$ cat src/sv/sbsm_pkg.sv
`default_nettype none

package sbsm_pkg;

  // field widths
  localparam int unsigned FUNC_W   = 2;
  localparam int unsigned ADDR_W   = 16;
  localparam int unsigned DATA_W   = 8;
  localparam int unsigned TARGET_W = 2;
  localparam int unsigned MAP_W    = 18;
  localparam int unsigned REG_W    = 5;
  localparam int unsigned BANK_W   = 4;

  // bank window offsets: 16 KB prg, 4 KB chr
  localparam int unsigned PRG_OFS_W = 14;
  localparam int unsigned CHR_OFS_W = 12;

  // register reset values and fixed patterns
  localparam logic [REG_W-1:0] LOADER_INIT     = 5'h10;
  localparam logic [REG_W-1:0] CONTROL_INIT    = 5'h0C;
  localparam logic [REG_W-1:0] PRG_FIX_BITS    = 5'h0C;
  localparam logic [REG_W-1:0] BANK_COUNT_INIT = 5'd16;
  localparam logic [REG_W-1:0] BANK_COUNT_MAX  = 5'd16;

  typedef enum logic [FUNC_W-1:0] {
    FUNC_CPU_RD = 2'd0,
    FUNC_CPU_WR = 2'd1,
    FUNC_PPU_RD = 2'd2,
    FUNC_PPU_WR = 2'd3
  } func_e;

  typedef enum logic [TARGET_W-1:0] {
    TGT_NONE    = 2'd0,
    TGT_PRG_ROM = 2'd1,
    TGT_PRG_RAM = 2'd2,
    TGT_CHR     = 2'd3
  } target_e;

  // register picked by address bits 14:13 on a completed serial load
  typedef enum logic [1:0] {
    REG_CONTROL = 2'd0,
    REG_CHR0    = 2'd1,
    REG_CHR1    = 2'd2,
    REG_PRG     = 2'd3
  } reg_sel_e;

  // prg banking mode, control bits 3:2
  typedef enum logic [1:0] {
    PRG_MODE_32K_A   = 2'd0,
    PRG_MODE_32K_B   = 2'd1,
    PRG_MODE_FIX_LOW = 2'd2,
    PRG_MODE_FIX_TOP = 2'd3
  } prg_mode_e;

  // banking state seen by the address mapper
  typedef struct packed {
    logic [REG_W-1:0]  control;
    logic [BANK_W-1:0] prg_sel;
    logic [BANK_W-1:0] chr_lo;
    logic [BANK_W-1:0] chr_hi;
    logic [BANK_W-1:0] last_bank;
  } bank_state_t;

endpackage

`default_nettype wire

$ cat src/sv/sbsm_bank_regs.sv
`default_nettype none

module sbsm_bank_regs (
  input  wire                          clk_i,
  input  wire                          rst_ni,
  input  wire                          wr_en_i,
  input  wire  [1:0]                   wr_sel_i,
  input  wire  [sbsm_pkg::DATA_W-1:0]  wr_data_i,
  input  wire                          cfg_we_i,
  input  wire  [sbsm_pkg::REG_W-1:0]   cfg_wdata_i,
  output sbsm_pkg::bank_state_t        state_o
);
  import sbsm_pkg::*;

  logic [REG_W-1:0]  loader_q, loader_d;
  logic [REG_W-1:0]  control_q, control_d;
  logic [BANK_W-1:0] prg_q, prg_d;
  logic [BANK_W-1:0] chr_lo_q, chr_lo_d;
  logic [BANK_W-1:0] chr_hi_q, chr_hi_d;
  logic [REG_W-1:0]  count_q;
  logic [REG_W-1:0]  shifted;
  logic [REG_W-1:0]  count_m1;
  logic [BANK_W-1:0] last_bank;

  // serial loader: lsb first, marker bit reaching bit 0 means the fifth bit
  assign shifted = {wr_data_i[0], loader_q[REG_W-1:1]};

  always_comb begin
    loader_d  = loader_q;
    control_d = control_q;
    prg_d     = prg_q;
    chr_lo_d  = chr_lo_q;
    chr_hi_d  = chr_hi_q;
    if (wr_en_i) begin
      if (wr_data_i[DATA_W-1]) begin
        loader_d  = LOADER_INIT;
        control_d = control_q | PRG_FIX_BITS;
      end else if (!loader_q[0]) begin
        loader_d = shifted;
      end else begin
        loader_d = LOADER_INIT;
        case (reg_sel_e'(wr_sel_i))
          REG_CONTROL: control_d = shifted;
          REG_CHR0:    chr_lo_d  = shifted[BANK_W-1:0];
          REG_CHR1:    chr_hi_d  = shifted[BANK_W-1:0];
          REG_PRG:     prg_d     = shifted[BANK_W-1:0];
          default:     loader_d  = LOADER_INIT;
        endcase
      end
    end
  end

  always_ff @(posedge clk_i or negedge rst_ni) begin
    if (!rst_ni) begin
      loader_q  <= LOADER_INIT;
      control_q <= CONTROL_INIT;
      prg_q     <= '0;
      chr_lo_q  <= '0;
      chr_hi_q  <= '0;
    end else begin
      loader_q  <= loader_d;
      control_q <= control_d;
      prg_q     <= prg_d;
      chr_lo_q  <= chr_lo_d;
      chr_hi_q  <= chr_hi_d;
    end
  end

  // bank count register
  always_ff @(posedge clk_i or negedge rst_ni) begin
    if (!rst_ni) begin
      count_q <= BANK_COUNT_INIT;
    end else if (cfg_we_i) begin
      count_q <= cfg_wdata_i;
    end
  end

  // last bank, count clamped to 1..16
  assign count_m1 = count_q - 5'd1;

  always_comb begin
    if (count_q == '0) begin
      last_bank = '0;
    end else if (count_q > BANK_COUNT_MAX) begin
      last_bank = '1;
    end else begin
      last_bank = count_m1[BANK_W-1:0];
    end
  end

  assign state_o.control   = control_q;
  assign state_o.prg_sel   = prg_q;
  assign state_o.chr_lo    = chr_lo_q;
  assign state_o.chr_hi    = chr_hi_q;
  assign state_o.last_bank = last_bank;

`ifndef SYNTHESIS
  a_reset_bit: assert property (@(posedge clk_i) disable iff (!rst_ni)
    wr_en_i && wr_data_i[DATA_W-1] |=> loader_q == LOADER_INIT && control_q[3:2] == 2'b11)
    else $error("reset write did not clear the loader or fix prg mode");
  a_fifth_bit: assert property (@(posedge clk_i) disable iff (!rst_ni)
    wr_en_i && !wr_data_i[DATA_W-1] && loader_q[0] |=> loader_q == LOADER_INIT)
    else $error("loader not rearmed after fifth bit");
  a_loader_idle: assert property (@(posedge clk_i) disable iff (!rst_ni)
    !wr_en_i |=> $stable(loader_q) && $stable(control_q) && $stable(prg_q))
    else $error("bank state changed without a register write");
`endif

endmodule

`default_nettype wire

$ cat config.mk
export PLATFORM = sky130hd
export DESIGN_NAME = sbsm_bank_regs
export DESIGN_NICKNAME = d
export VERILOG_FILES = /design/src/sv/sbsm_pkg.sv /design/src/sv/sbsm_bank_regs.sv
export SDC_FILE = /design/constraint.sdc
export NUM_CORES = 1
export LEC_CHECK = 0
export ABC_CLOCK_PERIOD_IN_PS = 2050
export BUFFER_PORTS_ARGS = -buffer_cell sky130_fd_sc_hd__buf_2
export CORE_ASPECT_RATIO = 0.7
export CORE_UTILIZATION = 29
export DETAILED_ROUTE_END_ITERATION = 7
export GPL_ROUTABILITY_DRIVEN = 0
export SLEW_MARGIN = 25
export SYNTH_ARGS = -nofsm -noshare
export SYNTH_HDL_FRONTEND = slang
export SYNTH_SLANG_ARGS = --single-unit
$ cat constraint.sdc
create_clock -name clk_i -period 2.05 [get_ports clk_i]
set_input_delay 0.41 -clock clk_i [delete_from_list [all_inputs] [get_ports clk_i]]
set_output_delay 0.41 -clock clk_i [all_outputs]
set_load 0.02 [all_outputs]
== After elaboration in Yosys (flattened, before gate mapping) ==
Cells that the tools add are included.

* Add/subtract/negate cells: 1
* Magnitude comparators: 1
* Equal/unequal tests: 3
* Muxes and demuxes: 7
* Bitwise gates (word level): 1
* Reductions and logical operators: 9

{| class="wikitable"
|+ Operator list
! kind !! count
|-
| 4-bit 2-to-1 mux || 5
|-
| 4-bit AND reduction || 4
|-
| 5-bit 2-to-1 mux || 2
|-
| 5-bit greater-than comparator (second input constant) || 1
|-
| 5-bit logical NOT || 1
|-
| 2-bit equality test (second input constant) || 2
|-
| 2-bit nonzero test || 2
|-
| 4-bit by 1-bit subtractor with 4-bit output (second input constant) || 1
|-
| 3-bit AND reduction || 1
|-
| 2-bit by 1-bit equality test with 1-bit output (second input constant) || 1
|-
| 2-bit logical NOT || 1
|-
| 1-bit inverter || 1
|}

* Register bits: 27
* Input port bits: 19
* Output and inout port bits: 21
* Logic and storage cells: 29

== Depth between registers and ports, before layout ==
Gate-level depths: netlist of the first run.

* Depth after elaboration: 4
* Gate-level depth with buffers: 5
* Gate-level depth less buffers: 5

== Worst setup path before layout of the first run ==
OpenSTA, ideal clock, no wires.

* Path type: register to output
* Start point: register count_q[0]
* End point: output port state_o[0] (netlist name)
* Data arrival time: 1305 ps
* Data required time: 1640 ps
* Path slack: 335 ps
* Stages on the path, launching flop included: 6
* Path buffers: 0
* Path through: dfrtp_1 > inv_1 > ha_1 > nand2b_1 > nand2b_1 > maj3_1

{| class="wikitable"
|+ RTL lines
! element !! RTL line !! RTL
|-
| start, declared || sbsm_bank_regs.sv:20 || <nowiki>logic [REG_W-1:0] count_q;</nowiki>
|-
| start signal, assigned || sbsm_bank_regs.sv:74 || <nowiki>count_q <= cfg_wdata_i;</nowiki>
|-
| end, declared || sbsm_bank_regs.sv:11 || <nowiki>output sbsm_pkg::bank_state_t state_o</nowiki>
|}

==> results of run 1 <==
## per-layer routing
metal,up-vias,global-route usage
met1,445,0.173
met5,-,0
met2,28,0.192
met3,4,0.0472
li1,432,-
met4,0,0.0281
## cell type report
cell class / instances / area (um^2) / share of cell area
timing repair buffer: 38 / 215 / 0.136
sequential: 27 / 681 / 0.431
multi-input combinational: 63 / 539 / 0.342
inverter: 9 / 33.8 / 0.0214
tap: 52 / 65.1 / 0.0412
clock buffer: 4 / 45.0 / 0.0285
## worst reg2reg max path, delay by kind of cell (launching register included)
kind | cells | cell delay, ns
muxes | 1 | 0.39
DFF | 1 | 0.44
and+or+nand+nor | 2 | 0.56
## sequential cells by signal, indices dropped and copies added (netlist names)
name       cells
control_q      5
count_q        5
loader_q       5
chr_hi_q       4
chr_lo_q       4
prg_q          4
## cell usage in the layout (no fill, tap or decap)
cell,instances
a211oi_1,2
a21oi_1,2
a221oi_1,1
and4bb_2,1
buf_2,31
buf_4,5
buf_6,2
clkbuf_1,1
clkbuf_8,3
dfrtp_1,23
dfstp_2,4
ha_4,1
inv_1,7
inv_2,2
maj3_2,2
mux2_2,14
mux2_4,3
nand2_1,3
nand2_2,1
nand2b_4,2
nand3_1,4
nand4_1,1
nor2_1,7
nor2_2,1
nor2b_1,1
nor3_1,5
nor4b_1,1
nor4b_4,2
o21ai_0,8
or4_4,1
## stage by stage
stage | util | hold slack (ns)
global placement | 0.361 | 0.436
finish | 0.393 | 0.139
CTS | 0.385 | 0.151
floorplan | - | 0.114
global route | 0.393 | 0.175
detailed placement | 0.361 | 0.452
## repair_timing
| item | 4_1_cts | 5_1_grt |
|---|---|---|
| endpoints found under the hold margin | 0 | 0 |
| gates resized for setup | 9 | 4 |
| cloned | 0 | 0 |
| setup buffers | 2 | 3 |
| hold buffers | 0 | 0 |
| pin swaps | 0 | 2 |
| endpoints found under the setup margin | 2 | 2 |
## synth_stat cells, types with 2 or more instances
master,n
nor4b_4,2
dfrtp_1,23
mux2_4,3
nand2b_1,2
nand3_1,4
nand2_1,3
o21ai_0,8
clkbuf_1,2
mux2_2,14
a21oi_1,2
dfstp_2,4
maj3_1,2
inv_1,9
nor2_1,8
nor3_1,5
a211oi_1,2
## power breakdown
part / internal [W] / switching [W] / total (W)
logic: 0.000114 / 0.000141 / 0.000255
clock network: 0.000139 / 0.000154 / 0.000293
registers: 0.000586 / 0.0000416 / 0.000628
## worst paths after layout
check / start / depth (start not counted) / slack (ns) / to
worst max-delay path: count_q[1] / 6 / 0.06 / state_o[0]
worst min-delay path: rst_ni / 1 / 0.14 / control_q[0]
worst min register to register: control_q[2] / 2 / 0.51 / control_q[2]
worst max register to register: loader_q[0] / 3 / 0.56 / chr_lo_q[2]
min in group clk_i: cfg_wdata_i[1] / 3 / 0.36 / count_q[1]
max in group asynchronous: rst_ni / 1 / 1.52 / loader_q[0]
## logic make-up (layout without fill, tap and decap cells)
logic type                 Yosys count  after routing  synth area share
AOI/OAI and AO/OA                   13             13            0.0595
adders and majority gates            3              3            0.0262
buffers and inverters               12             51            0.0424
DFF                                 27             27             0.549
muxes                               17             17             0.163
and+or+nand+nor                     30             30             0.159
==> impl_metrics.ini, run 1 <==
[outcome]
outcome = complete, no violations

[timing]
fin_crit_sh = 0.970
worst_slew_pin_slew_ns = 0.598
min_period_ns = 1.99
finalSetupTns_ns = 0
drv_slew = 0
layout_setup_ws_ns = 0.0619
setup_violations = 0
rsz0062_at_grt = yes
fin_skew_ns = 0.00160
fmax_mhz = 503
slew-limit-headroom = 0.602
finalHoldViolCount = 0

[setup_path]
cp_common_cell = nand2b_4
crit_path_cell_trace = inv_2, ha_4, nand2b_4, nand2b_4, maj3_2, buf_6
slowest_delay_ns = 0.40
endpoint_kind = output port
crit_slowest_cell = dfrtp_1
critPathRequiredTime_ns = 1.64
crit_family = adder cells
critPathLaunchType = register
worstPathMaxFanout = 3
crit_type = reg2out
path_buf_inv = 2
arrival_ns = 1.58

[yosys]
synth_top_cell_by_area = dfrtp_1
syn_nets = 122
ys_top_cells_by_area = dfrtp_1 (46%), mux2_2 (13%), dfstp_2 (8.5%)
async_flop_share = 1.00
yosysWarnings = 0
yosysTopAreaCellShare = 0.464
postSynthAreaPerCell_um2 = 12.2
synthDistinctLibCells = 25
synthCells = 102
ys_seq_area_frac = 0.549
synth-seq-cells = 27
synth_edf_count = 0
syn_area_um2 = 1240
ys.flop_type = dfrtp_1

[clock_tree]
clk_pin_slew_ns = 0.09
numCtsBuffers = 3
clk_path_buf_depth = 2
insertion_delay_ns = 0.26
htreeDepth = 1
cts_tree = done
root_buffer = clkbuf_8
cts_sinks = 27

[die]
die_y_um = 56.7
core_region_area_um2 = 4020
pin_count = 40
start_util = 0.309
dieArea_um2 = 4550
placementRows = 19
die_w_um = 80.2

[grt]
grt_pass1_wl_um = 4320
antenna_found_initial = 0
overflow = 0
grt_max_degree = 28
grt_usage = 0.127
first_global_vias = 910

[placed_design]
dp_hpwl_um = 1920
port-buffer-count = 33
dp_slack_ns = 0.115
dpl_cell_area_um2 = 1450
post-place-cells = 184

[detailed_routing]
wl_met3_um = 147
routed_wl_um = 2640
vias_per_cell = 4.71
ant_nets = 0
drc = 0
dr_total_vias = 909
wire_per_inst_um = 13.7
wl_met2_um = 1120
topRoutingLayerUsed = met4
dr.pass1.iters = 4
drt_iter0_markers = 17
drt-met1-wl_um = 1340

[cells_and_area]
fin_nets = 162
instances_no_fill = 193
final_area_um2 = 1580
synthToLayoutAreaGrowth_pct = 27.3
n_fill_cell = 388
layout-drive-gt1-share = 0.532
antenna_cells = 0

[pwr]
powerDensity_nw_per_um2 = 745
p_leak_nw = 0.783
vdd_drop_max_mv = 0.251
total_power_w = 0.00118

[hold_path]
hp-class = in2async

[flow_run]
maxCapViolCount = 0
No activity file was read; power rests on OpenSTA's default activity.
==> run 2: changes to the inputs <==
--- a/config.mk
+++ b/config.mk
@@ -5,7 +5,7 @@
 export SDC_FILE = /design/constraint.sdc
 export NUM_CORES = 1
 export LEC_CHECK = 0
-export ABC_CLOCK_PERIOD_IN_PS = 2050
+export ABC_CLOCK_PERIOD_IN_PS = 2029
 export BUFFER_PORTS_ARGS = -buffer_cell sky130_fd_sc_hd__buf_2
 export CORE_ASPECT_RATIO = 0.7
 export CORE_UTILIZATION = 29
==> constraint.sdc (replaced) <==
create_clock -name clk_i -period 2.03 [get_ports clk_i]
set_input_delay 0.406 -clock clk_i [delete_from_list [all_inputs] [get_ports clk_i]]
set_output_delay 0.406 -clock clk_i [all_outputs]
set_load 0.02 [all_outputs]
==> run 2 against run 1 <==
Compared with the run above: final cell count decreased by 0.52%; combinational power is essentially flat; final area fell by 0.63%; sequential power increased by 1%; critical path type unchanged; largest power group unchanged; highest routed layer unchanged.
==> impl_metrics.ini, run 2 (same netlist as run 1, synthesis figures left out) <==
[outcome]
outcome = complete, no violations

[die]
pin_count = 40
placementRows = 19
start_util = 0.309
core_region_area_um2 = 4020
die_w_um = 80.2
die_y_um = 56.7
dieArea_um2 = 4550

[pwr]
p_leak_nw = 0.778
powerDensity_nw_per_um2 = 754
total_power_w = 0.00118
vdd_drop_max_mv = 0.240

[clock_tree]
htreeDepth = 1
cts_sinks = 27
clk_pin_slew_ns = 0.09
postCtsHoldBufs = 0
numCtsBuffers = 3
root_buffer = clkbuf_8
insertion_delay_ns = 0.26
clk_path_buf_depth = 2
cts_tree = done

[setup_path]
reg2reg_from = loader_q[0]
r2r_cells = 3
r2r-end = chr_lo_q[0]
arrival_ns = 1.57
worstPathMaxFanout = 3
endpoint_kind = output port
crit_type = reg2out
critPathLaunchType = register
critPathRequiredTime_ns = 1.62
ff2ff_setup_slack_ns = 0.57

[cells_and_area]
seq_area_um2 = 681
n_fill_cell = 384
reg_top3 = control_q (5), count_q (5), loader_q (5)
layout-drive-gt1-share = 0.521
layout_commonest_cell = buf_2
layout_common_cells = buf_2 (31), dfrtp_1 (23), mux2_2 (14), o21ai_0 (8), nor2_1 (8)
utilization = 0.391
synthToLayoutAreaGrowth_pct = 26.5
fin_nets = 161
final_area_um2 = 1570
antenna_cells = 0
multi_input_area_um2 = 537
instances_no_fill = 192

[detailed_routing]
wire_per_inst_um = 13.7
dr.pass1.iters = 4
drc = 0
drt_iter0_markers = 33
dr_total_vias = 914
vias_per_cell = 4.76
ant_nets = 0
routed_wl_um = 2630

[flow_run]
maxCapViolCount = 0

[timing]
min_period_ns = 1.98
setup_violations = 0
fin_crit_sh = 0.974
worst_slew_pin_slew_ns = 0.593
slew-limit-headroom = 0.605
rsz0062_at_grt = yes
fmax_mhz = 506
finalSetupTns_ns = 0
fin_skew_ns = 0.00153
drv_slew = 0
finalHoldViolCount = 0

[grt]
first_global_vias = 931
grt_max_degree = 28
grt_usage = 0.134
overflow = 0
grt_pass1_wl_um = 4580
antenna_found_initial = 0

[placed_design]
dp_hpwl_um = 1920
port-buffer-count = 33
post-place-cells = 184
dpl_cell_area_um2 = 1450

[hold_path]
hp-class = in2async
-- run 2: cell count changes in the layout (fill, tap and decap cells not counted), sizes merged --
cell	delta
buf	-1
-- run 2: power by group --
part           internal, W  switching [W]
Combinational     0.000112       0.000141
Sequential        0.000592      0.0000421
Clock             0.000140       0.000155
Total             0.000845       0.000339
-- run 2: through the flow --
stage | hold slack, ns | setup WS, ns
finish | 0.134 | 0.0518
global route | 0.167 | -0.0282
CTS | 0.148 | 0.000798
detailed placement | 0.450 | 0.118
global placement | 0.432 | 0.212
floorplan | 0.110 | 0.319
-- run 2: area by class of cell --
class,count,area share
Clock buffer,4,0.0287
Inverter,9,0.0215
Multi-Input combinational cell,63,0.342
Sequential cell,27,0.434
Tap cell,52,0.0415
Timing Repair Buffer,37,0.132
-- run 2: metal layers --
metal  vias up  share of wire  track usage
li1        434              -            -
met1       442           0.51        0.184
met2        36           0.42        0.205
met3         2          0.066       0.0504
met4         0         0.0050       0.0204
met5         -              0            0
-- run 2: worst max-delay path by stage --
stage                           from          to  slack (ns)  cells past startpoint
after global routing      count_q[1]  state_o[0]       -0.03                      6
after CTS                 count_q[0]  state_o[1]      0.0008                      6
final                     count_q[1]  state_o[0]        0.05                      6
after detailed placement  count_q[0]  state_o[0]        0.12                      6
after floorplan           count_q[0]  state_o[0]        0.32                      5
after global placement    count_q[0]  state_o[0]        0.21                      6
-- run 2: worst max-delay path: stages (launching register included) --
cell and delay, ns:
dfrtp_1 0.41, inv_2 0.08, ha_4 0.16, nand2b_4 0.06, nand2b_4 0.15, maj3_2 0.32
buf_6 0.14
-- run 2: timing repair --
action                                  4_1_cts  5_1_grt
buffers inserted                              2        2
endpoints found under the setup margin        2        2
resized for setup                             9        3
hold endpoints to repair                      0        0
pin swaps                                     0        3
gates cloned                                  0        0
==> run 3: changes to the inputs <==
--- a/config.mk
+++ b/config.mk
@@ -5,7 +5,7 @@
 export SDC_FILE = /design/constraint.sdc
 export NUM_CORES = 1
 export LEC_CHECK = 0
-export ABC_CLOCK_PERIOD_IN_PS = 2029
+export ABC_CLOCK_PERIOD_IN_PS = 1850
 export BUFFER_PORTS_ARGS = -buffer_cell sky130_fd_sc_hd__buf_2
 export CORE_ASPECT_RATIO = 0.7
 export CORE_UTILIZATION = 29
==> constraint.sdc (replaced) <==
create_clock -name clk_i -period 1.85 [get_ports clk_i]
set_input_delay 0.37 -clock clk_i [delete_from_list [all_inputs] [get_ports clk_i]]
set_output_delay 0.37 -clock clk_i [all_outputs]
set_load 0.02 [all_outputs]
==> run 3 against run 2 <==
Compared with the run above: the flow now finishes with violations (setup timing); non-clock buffer count up 2; clock skew is essentially flat; sequential power is 10% higher; count of clock-buffer cells in the layout is 1 lower; via count is 1.2% higher; critical endpoint unchanged; highest routed layer unchanged.
==> impl_metrics.ini, run 3 (same netlist as run 1, synthesis figures left out) <==
[timing]
fin_skew_ns = 0.00164
setup_violations = 4
finalSetupTns_ns = -0.193
fin_crit_sh = 1.04
finalHoldViolCount = 0
fmax_mhz = 521
min_period_ns = 1.92
rsz0062_at_grt = yes
drv_slew = 0
slew-limit-headroom = 0.593
worst_slew_pin_slew_ns = 0.610
layout_setup_ws_ns = -0.0698

[setup_path]
worstPathMaxFanout = 2
arrival_ns = 1.55
critPathLaunchType = register
critPathRequiredTime_ns = 1.48
crit_type = reg2out
endpoint_kind = output port

[grt]
first_global_vias = 943
grt_pass1_wl_um = 4930
antenna_found_initial = 0
overflow = 0
grt_max_degree = 28
grt_usage = 0.144

[detailed_routing]
dr_total_vias = 925
drc = 0
vias_per_cell = 4.77
wire_per_inst_um = 14.7
drt_iter0_markers = 25
ant_nets = 0
dr.pass1.iters = 4
routed_wl_um = 2860

[flow_run]
maxCapViolCount = 0

[cells_and_area]
n_fill_cell = 379
layout-drive-gt1-share = 0.549
antenna_cells = 0
synthToLayoutAreaGrowth_pct = 29.5
utilization = 0.400
layout_commonest_cell = buf_2
seq_area_um2 = 681
layout_common_cells = buf_2 (31), dfrtp_1 (23), mux2_2 (14), o21ai_0 (8)
reg_top3 = control_q (5), count_q (5), loader_q (5)
multi_input_area_um2 = 551
fin_nets = 163

[placed_design]
port-buffer-count = 33
dp_hpwl_um = 2010

[clock_tree]
cts_tree = done
clk_path_buf_depth = 2
insertion_delay_ns = 0.27
numCtsBuffers = 3
clk_pin_slew_ns = 0.09
htreeDepth = 1
root_buffer = clkbuf_8
cts_sinks = 27

[die]
placementRows = 19
pin_count = 40
dieArea_um2 = 4550
core_region_area_um2 = 4020
die_w_um = 80.2
die_y_um = 56.7
start_util = 0.309

[pwr]
powerDensity_nw_per_um2 = 831
vdd_drop_max_mv = 0.264
p_leak_nw = 0.791

[outcome]
outcome = complete, but fails checks
violations = setup timing

[hold_path]
hp-class = in2async
[run 3: layout make-up]
class | instances | share of cell area
sequential | 27 | 0.424
timing repair buffer | 39 | 0.141
inverter | 9 | 0.0210
clock inverter | 1 | 0.00468
clock buffer | 3 | 0.0257
multi-input combinational | 63 | 0.343
tap | 52 | 0.0405
[run 3: path summary, 6_finish.rpt]
path | from | end | slack (ns) | depth (start not counted)
worst min register to register | control_q[3] | control_q[3] | 0.51 | 2
worst max-delay path | count_q[1] | state_o[0] | -0.07 | 6
max in group asynchronous | rst_ni | loader_q[0] | 1.36 | 1
min in group clk_i | cfg_wdata_i[1] | count_q[1] | 0.30 | 3
worst min-delay path | rst_ni | control_q[0] | 0.1 | 1
worst max register to register | loader_q[0] | chr_lo_q[0] | 0.37 | 3
[run 3: routing by layer]
layer	share of wire	global-route usage	vias up
met5	0	0	-
met4	0.010	0.0332	0
met3	0.054	0.0488	4
met2	0.45	0.219	28
met1	0.49	0.198	458
li1	-	-	435
[run 3: critical path: stages, from the launching register on]
cell and delay, ns:
dfrtp_1 0.41, inv_2 0.08, ha_4 0.15, nand2b_4 0.06, nand2b_4 0.14, maj3_2 0.31, buf_6 0.13
[run 3: report_power, final]
part	switching (W)	internal, W
clock	0.000188	0.000153
combinational	0.000161	0.000131
sequential	0.0000507	0.000650
total	0.000400	0.000933
[run 3: stage by stage]
stage / hold WS [ns] / total power, W / instances / setup WS [ns] / cell area (um^2)
after floorplan: 0.0744 / 0.000849 / 102 / 0.175 / 1240
after global placement: 0.396 / 0.000938 / 185 / 0.0685 / 1460
after detailed placement: 0.418 / 0.000952 / 185 / 0.0102 / 1460
after CTS: 0.115 / 0.00134 / 193 / -0.0691 / 1590
after global routing: 0.134 / 0.00141 / 194 / -0.130 / 1610
final: 0.0961 / 0.00133 / 194 / -0.0698 / 1610
[run 3: timing repair]
item,in CTS,in global routing
hold buffers,0,0
setup buffers,4,1
gates resized for setup,14,2
endpoints found under the hold margin,0,0
pin swaps,5,1
endpoints found under the setup margin,3,4
